<file path="src/rtl/price_level_order_book_assert.svh">
// assertion helpers for the order book, clocked on clk and held off during reset
`ifndef PRICE_LEVEL_ORDER_BOOK_ASSERT_SVH
`define PRICE_LEVEL_ORDER_BOOK_ASSERT_SVH

// consequent checked in the same cycle
`define PLOB_ASSERT_NOW(label, ante, cons, msg) \
	label: assert property (@(posedge clk) disable iff (!arst_n) (ante) |-> (cons)) \
		else $error(msg);

// consequent checked in the cycle after the antecedent
`define PLOB_ASSERT_NEXT(label, ante, cons, msg) \
	label: assert property (@(posedge clk) disable iff (!arst_n) (ante) |=> (cons)) \
		else $error(msg);

`endif

</file>
<file path="src/rtl/plob_pkg.sv">
package plob_pkg;

	localparam int PLOB_LEVELS         = 64;
	localparam int PLOB_SNAPSHOT_DEPTH = 10;
	localparam int QUEUE_DEPTH         = 4;

	localparam logic [2:0] CMD_ADD      = 3'd0;
	localparam logic [2:0] CMD_DELETE   = 3'd1;
	localparam logic [2:0] CMD_MODIFY   = 3'd2;
	localparam logic [2:0] CMD_TRADE    = 3'd3;
	localparam logic [2:0] CMD_CLEAR    = 3'd4;
	localparam logic [2:0] CMD_SNAPSHOT = 3'd5;

	typedef enum logic [2:0] {
		OP_ADD,
		OP_DEL,
		OP_TRADE,
		OP_CLEAR,
		OP_SNAP
	} op_t;

	// one unit of work for the back end
	typedef struct packed {
		op_t         op;
		logic        side;
		logic [31:0] price;
		logic [31:0] qty;
	} req_t;

endpackage

</file>
<file path="src/rtl/plob_front.sv">
module plob_front
	import plob_pkg::*;
(
	input  logic        clk,
	input  logic        arst_n,
	input  logic        in_valid,
	output logic        in_ready,
	input  logic [2:0]  command,
	input  logic        side,
	input  logic [31:0] price,
	input  logic [31:0] quantity,
	input  logic [31:0] repl_price,
	input  logic [31:0] new_quantity,
	output logic        q_valid,
	input  logic        q_ready,
	output req_t        q_req
);

	localparam int QPW = (QUEUE_DEPTH > 1) ? $clog2(QUEUE_DEPTH) : 1;
	localparam int QCW = $clog2(QUEUE_DEPTH + 1);

	req_t             q_mem [QUEUE_DEPTH];
	logic [QPW-1:0]   wr_ptr_q, rd_ptr_q;
	logic [QCW-1:0]   cnt_q;
	logic             hold_v_q;
	req_t             hold_q;

	logic             not_full, accept, push, pop, hold_push, hold_set;
	req_t             push_req, hold_req;

	assign not_full  = cnt_q != QCW'(QUEUE_DEPTH);
	assign in_ready  = !hold_v_q && not_full;
	assign accept    = in_valid && in_ready;
	assign hold_push = hold_v_q && not_full;
	assign q_valid   = cnt_q != '0;
	assign q_req     = q_mem[rd_ptr_q];
	assign pop       = q_valid && q_ready;

	// classify the incoming request; modify splits into delete then add (the add only with a nonzero new quantity)
	always_comb begin
		push     = 1'b0;
		hold_set = 1'b0;
		push_req = '{op: OP_ADD, side: side, price: price, qty: quantity};
		hold_req = '{op: OP_ADD, side: side, price: repl_price, qty: new_quantity};
		if (hold_push) begin
			push     = 1'b1;
			push_req = hold_q;
		end else if (accept) begin
			unique case (command)
				CMD_ADD: begin
					push = quantity != '0;
				end
				CMD_DELETE: begin
					push        = quantity != '0;
					push_req.op = OP_DEL;
				end
				CMD_MODIFY: begin
					push        = quantity != '0;
					push_req.op = OP_DEL;
					hold_set    = new_quantity != '0;
				end
				CMD_TRADE: begin
					push        = quantity != '0;
					push_req.op = OP_TRADE;
				end
				CMD_CLEAR: begin
					push        = 1'b1;
					push_req.op = OP_CLEAR;
				end
				CMD_SNAPSHOT: begin
					push        = 1'b1;
					push_req.op = OP_SNAP;
				end
				default: begin
					push = 1'b0;
				end
			endcase
		end
	end

	always_ff @(posedge clk or negedge arst_n) begin
		if (!arst_n) begin
			wr_ptr_q <= '0;
			rd_ptr_q <= '0;
			cnt_q    <= '0;
			hold_v_q <= 1'b0;
		end else begin
			if (push) begin
				wr_ptr_q <= (wr_ptr_q == QPW'(QUEUE_DEPTH - 1)) ? '0 : wr_ptr_q + 1'b1;
			end
			if (pop) begin
				rd_ptr_q <= (rd_ptr_q == QPW'(QUEUE_DEPTH - 1)) ? '0 : rd_ptr_q + 1'b1;
			end
			if (push && !pop) begin
				cnt_q <= cnt_q + 1'b1;
			end else if (pop && !push) begin
				cnt_q <= cnt_q - 1'b1;
			end
			if (hold_push) begin
				hold_v_q <= 1'b0;
			end else if (hold_set) begin
				hold_v_q <= 1'b1;
			end
		end
	end

	always_ff @(posedge clk) begin
		if (push) begin
			q_mem[wr_ptr_q] <= push_req;
		end
		if (hold_set) begin
			hold_q <= hold_req;
		end
	end

endmodule

</file>
<file path="config.mk">
export PLATFORM = sky130hd
export DESIGN_NAME = plob_front
export DESIGN_NICKNAME = d
export VERILOG_FILES = /design/src/rtl/price_level_order_book_assert.svh /design/src/rtl/plob_pkg.sv /design/src/rtl/plob_front.sv
export SDC_FILE = /design/constraint.sdc
export NUM_CORES = 1
export LEC_CHECK = 0
export ABC_AREA = 1
export ABC_CLOCK_PERIOD_IN_PS = 7500
export BUFFER_PORTS_ARGS = -buffer_cell sky130_fd_sc_hd__buf_2
export CORE_MARGIN = 2
export CORE_UTILIZATION = 55
export CTS_CLUSTER_SIZE = 24
export DETAILED_ROUTE_END_ITERATION = 8
export GPL_ROUTABILITY_DRIVEN = 0
export HOLD_SLACK_MARGIN = 0.08
export PLACE_DENSITY = 0.77
export SETUP_SLACK_MARGIN = 0.2
export SYNTH_ARGS = -nofsm -noshare
export SYNTH_HDL_FRONTEND = slang
export SYNTH_SLANG_ARGS = --single-unit
</file>
<file path="constraint.sdc">
create_clock -name clk -period 7.5 [get_ports clk]
set_input_delay 1.5 -clock clk [delete_from_list [all_inputs] [get_ports clk]]
set_output_delay 1.5 -clock clk [all_outputs]
set_load 0.01 [all_outputs]
</file>
Word level (Yosys, flattened, before mapping):

Memory sizes are Yosys's and may differ from the RTL's.
Index checks and enable logic that the tools add are counted.
Widths: inputs -> output; s select.

* register bits after elaboration: 73
* RAM bits: 272
* output and inout port bits: 70
* memories kept: 1

Memory list
* q_mem: depth 4, bits a word 68, rd ports 1, clocked after Yosys merged registers in 0, wr ports 1, RTL line plob_front.sv:22 `req_t q_mem [QUEUE_DEPTH];`

* add/sub/neg operators: 4
* equal/unequal tests: 8
* muxes and demuxes: 18
* reduce and logical (&&, ||, !) cells: 18

Operators by type and width (count)
* $mux 65: 1
* $reduce_bool 32->1: 2
* $mux 3: 4
* $pmux 3 s4: 1
* $mux 1: 9
* $eq 3x2->1 const B: 2
* $eq 3x3->1 const B: 2
* $logic_and 1x1->1: 6
* $add 2x1->2 const B: 2
* $eq 2x2->1 const B: 2
* $mux 2: 2
* $reduce_bool 2->1: 2
* $reduce_or 2->1: 2
* $reduce_or 4->1: 1
* $add 3x1->3 const B: 1
* $eq 3x1->1 const B: 1
* $logic_not 1->1: 3
* $logic_not 3->1: 1
* $ne 3x3->1 const B: 1
* $reduce_bool 3->1: 1
* $sub 3x1->3 const B: 1
* $pmux 1 s2: 1

Logic depth before layout (Yosys ltp):

* depth after elaboration: 9
* mapped depth: 13

Least setup slack after synthesis:

Ideal clock, no wire load.

* path type: input to register
* start point: input port command[1]
* end point: memory q_mem[0][0] in the netlist's numbering, enable pin
* data arrival time: 6.748 ns
* data required time: 6.902 ns
* slack: 0.154 ns
* cell stages on the path: 4
* buffers on the path: 0
* cells stage by stage: nand2_1 nand4_1 o21bai_4 a21boi_0

* cells in the longest elaborated chain, start to end: 7

RTL lines
* from (decl): RTL line plob_front.sv:8 `input logic [2:0] command,`
* $eq 3x2->1, or another cell as far along: RTL line plob_front.sv:49 `unique case (command)`
* $reduce_or 4->1 (no source line) / $reduce_or 2->1 (equally long branches)
* $pmux 1 s2 *: RTL line plob_front.sv:49
* $mux 1 *: RTL line plob_front.sv:48 `end else if (accept) begin`
* $mux 1 *: RTL line plob_front.sv:45 `if (hold_push) begin`
* $mux 1 *: RTL line plob_front.sv:108 `if (push) begin`
* $mux 1 (not written as such) *: RTL line plob_front.sv:109 `q_mem[wr_ptr_q] <= push_req;`
* to (decl): RTL line plob_front.sv:22

Every way passes the cells marked *; elsewhere a longest branch is shown, timed or not.

==> summary.md <==
| Metric | Value |
|---|---|
| Final non-filler cell total | 1606 |
| Total area of sequential cells | 10300 um2 |
| Number of storage elements in the synthesis netlist | 345 |
| Leak | 5.95 nW |
| Total global routing track utilization | 22.5% |
| Cells traversed along the worst timing path | inv_4, buf_4, o21ai_0, o22ai_1, buf_2 |
| Fraction of power consumed by the clock network | 25.6% |
| Kind of critical path | register to primary output |
| Highest attainable clock frequency | 223 MHz |
| # port buffers | 205 |
| Class of the most critical hold timing path | register to register |
| TritonCTS clock tree | yes |
| Initial drt markers | 871 |
| Sequential group share of total power | 43.2% |
| Clock latency reported for the late side of the worst-skew pair | 510 ps |
| Final hold slack | 543 ps |
| Slowest cell on the critical path | buf_4 |
| Post-CTS setup repair buffer count | 0 |
| Placed cell count | 1543 |
| Clock Sinks | 345 |
| Effective utilization at floorplan | 56.1% |
| Worst supply voltage drop on vdd | 0.240 mV |
| Fraction of synthesized area in multiplexers | 0% |
| Total Nets Final | 1399 |
| Htree depth | 2 |
| Maximum clock insertion buffer count | 3 |
| Total clock buffers created by CTS | 35 |
| Worst Tran Pin Value | 1220 ps |
| Seq/Total Area, Yosys | 75.4% |
| Layout Utilization | 65.6% |
| 1st-pass router iterations | 5 |
| Post-layout worst setup margin | 3020 ps |
| Worst-case setup slack after placement | 3230 ps |
| Placed inst area | 14900 um2 |
| Data arrival time of the critical path | 2980 ps |
| Compound-Gate Fraction of Synth Area | 8.98% |
| Routed wire length per instance | 18.5 um |
| Number of remaining DRC errors | 0 |
| Share of the clock period used by the worst path after layout | 59.7% |
| Psw | 2.22 mW |
| Number of inserted filler cells in the final layout | 1770 |
| Cells resized by post-CTS repair | 0 |
| Number of cells on the worst hold path | 1 |
| Vertical die dimension | 162 um |
| Setup crit end kind | primary output |
| Grt total ovfl | 0 |
| Run status | finished clean |
| Area share of fa/ha/maj cells after synthesis | 0.695% |
| Via/cell ratio | 5.48 |
| Number of cell rows | 57 |
| Maximum number of pins on one net before global-route repair | 119 |
| Worst Setup Start Kind | register |
| R2R Setup Slk | 4420 ps |
| Minimum clock period after layout | 4480 ps |
| Max Transition Viols Final | 0 |
| Number of maximum-capacitance violations | 0 |
| Aggregate routed wire length | 29800 um |
| Max transition margin | 18.3% |
| RSZ-0062 raised after global routing | false |
| R2r startpoint | cnt_q[0] |
| Netlist area before placement | 13700 um2 |
| Post-CTS clock slew at the launch and capture registers of the worst setup and hold paths | 50 ps |
| CORE AREA | 24400 um2 |
| Final Total Pwr | 6.55 mW |
| Average instance area after synthesis | 12.9 um2 |
| Capture instance of the worst register-to-register path | q_mem[0][3] |
| Crit path largest cell delay | 750 ps |
| DRT antenna net count | 0 |
| Finish-stage setup viols | 0 |
| Data required time at the worst endpoint | 6000 ps |
| Final hold violation count | 0 |
| Length in cells of the worst reg-to-reg path | 8 |
| Die footprint | 26200 um2 |
| Number of nets in the synthesized netlist | 1204 |
| Worst hold start | cnt_q[0] |
| Clock root buffer | clkbuf_16 |
| Switching portion of total power | 33.9% |
| Area added between synthesis and finish | 16.9% |
| Worst clock skew | 13.3 ps |
| Placed wire-length estimate | 17800 um |
| Sum of negative setup slack | 0 ps |
| Post-synth cell types | 31 |
| Comb power frac | 31.2% |
| Overall via count from detail_route | 8795 |
| Horizontal die dimension | 162 um |
| Fin area | 16000 um2 |
| Global-route wire length before repair | 44900 um |
| Top-level port count | 206 |
| Fraction of layout instances using a drive strength above 1 | 21.9% |
| Synth Area in XOR/XNOR | 0.128% |
| Fraction of the mapped netlist area in simple logic gates | 11.5% |
| Cell-internal power | 4.33 mW |
| Final antenna diode count | 0 |
| Combinational family with the most area after synthesis | simple AND/OR/NAND/NOR gates |
| Count of mapped cells out of synthesis | 1061 |
| Endpoint of the worst hold path | cnt_q[0] |
| Initial antenna violation count | 0 |
| Area used by multi-input combinational logic | 2960 um2 |
| Largest fanout on the critical path | 89 |
| Vias in the first global route | 8589 |
| Power density over the cells | 409 nW/um2 |
| Hold-fix buffers at CTS | 0 |
| Yosys synthesis warning count | 0 |
-- power groups by stage --
stage / clock (mW) / combinational, mW / sequential [mW]
4_1_cts: 1.71 / 2.07 / 2.83
5_1_grt: 1.78 / 2.25 / 2.86
3_3_place_gp: 0 / 2.01 / 2.85
6_report: 1.68 / 2.04 / 2.83
2_1_floorplan: 0 / 1.35 / 2.89
3_5_place_dp: 0 / 2.06 / 2.86
-- critical path: cells and delay by family (launching register included) --
family / cells / cell delay [ps]
AOI/OAI and AO/OA: 2 / 450
DFF: 1 / 590
buffers and inverters: 3 / 1330
-- worst max path at each step --
stage / startpoint / cells past startpoint / end
floorplan: command[1] / 4 / q_mem[0][0]
global placement: quantity[27] / 8 / q_mem[3][22]
global route: rd_ptr_q[0] / 5 / q_req[34]
detailed placement: quantity[27] / 8 / q_mem[3][22]
CTS: rd_ptr_q[0] / 5 / q_req[17]
finish: rd_ptr_q[0] / 5 / q_req[34]
-- cell families after synthesis --
family | count (synthesis)
AND/OR/NAND/NOR | 407
buffers and inverters | 78
XOR/XNOR | 2
AO/OA/AOI/OAI | 222
flip-flops | 345
adder cells (fa/ha/maj) | 7
-- cell usage after synthesis (all sizes together) --
cell type    n  area share [%]
a21boi       4            0.22
a21oi        3            0.11
a31oi        2            0.14
buf         38             2.1
clkbuf      20            0.65
dfrtp        8             1.5
edfxtp     337              74
fa           1            0.15
ha           6            0.55
inv         20            0.55
nand2      215             6.0
nand3       11            0.48
nand4        1           0.046
nor2       178             4.9
nor3         1           0.037
nor4         1           0.046
o21ai      144             5.3
o21bai       1            0.14
o22ai       68             3.1
xnor2        1           0.064
xor2         1           0.064
-- sequential cells by signal, summed over array words and instances (netlist names) --
register	flops
hold_v_q	1
rd_ptr_q	2
q_mem	272
wr_ptr_q	2
hold_q	65
cnt_q	3
-- area by class of cell --
type | count | share of cell area (%)
Sequential cell | 345 | 64.5
Clock buffer | 46 | 6.06
Inverter | 20 | 0.493
Tap cell | 324 | 2.53
Timing Repair Buffer | 216 | 6.93
Multi-Input combinational cell | 638 | 18.5
Clock inverter | 17 | 0.969
-- cells in the final DEF, fill, tap and decap left out, drive strengths merged --
cell | netlist | final
o21ai | 144 | 144
nor4 | 1 | 1
a31oi | 2 | 2
xnor2 | 1 | 1
a21boi | 4 | 4
o21bai | 1 | 1
clkinvlp | 0 | 2
fa | 1 | 1
a21oi | 3 | 3
edfxtp | 337 | 337
nand2 | 215 | 215
inv | 20 | 19
nor2 | 178 | 178
nand3 | 11 | 11
buf | 38 | 216
dfrtp | 8 | 8
clkinv | 0 | 13
ha | 6 | 6
xor2 | 1 | 1
bufinv | 0 | 3
clkbuf | 20 | 46
o22ai | 68 | 68
nor3 | 1 | 1
nand4 | 1 | 1
-- per-layer routing --
metal	vias to the layer above	share of wire [%]	track usage, %
li1	4196	-	-
met1	4203	40	28.7
met2	339	51	39.9
met3	57	6.2	3.29
met4	0	2.7	7.92
met5	-	0	0
(Power assumes the default switching activity.)
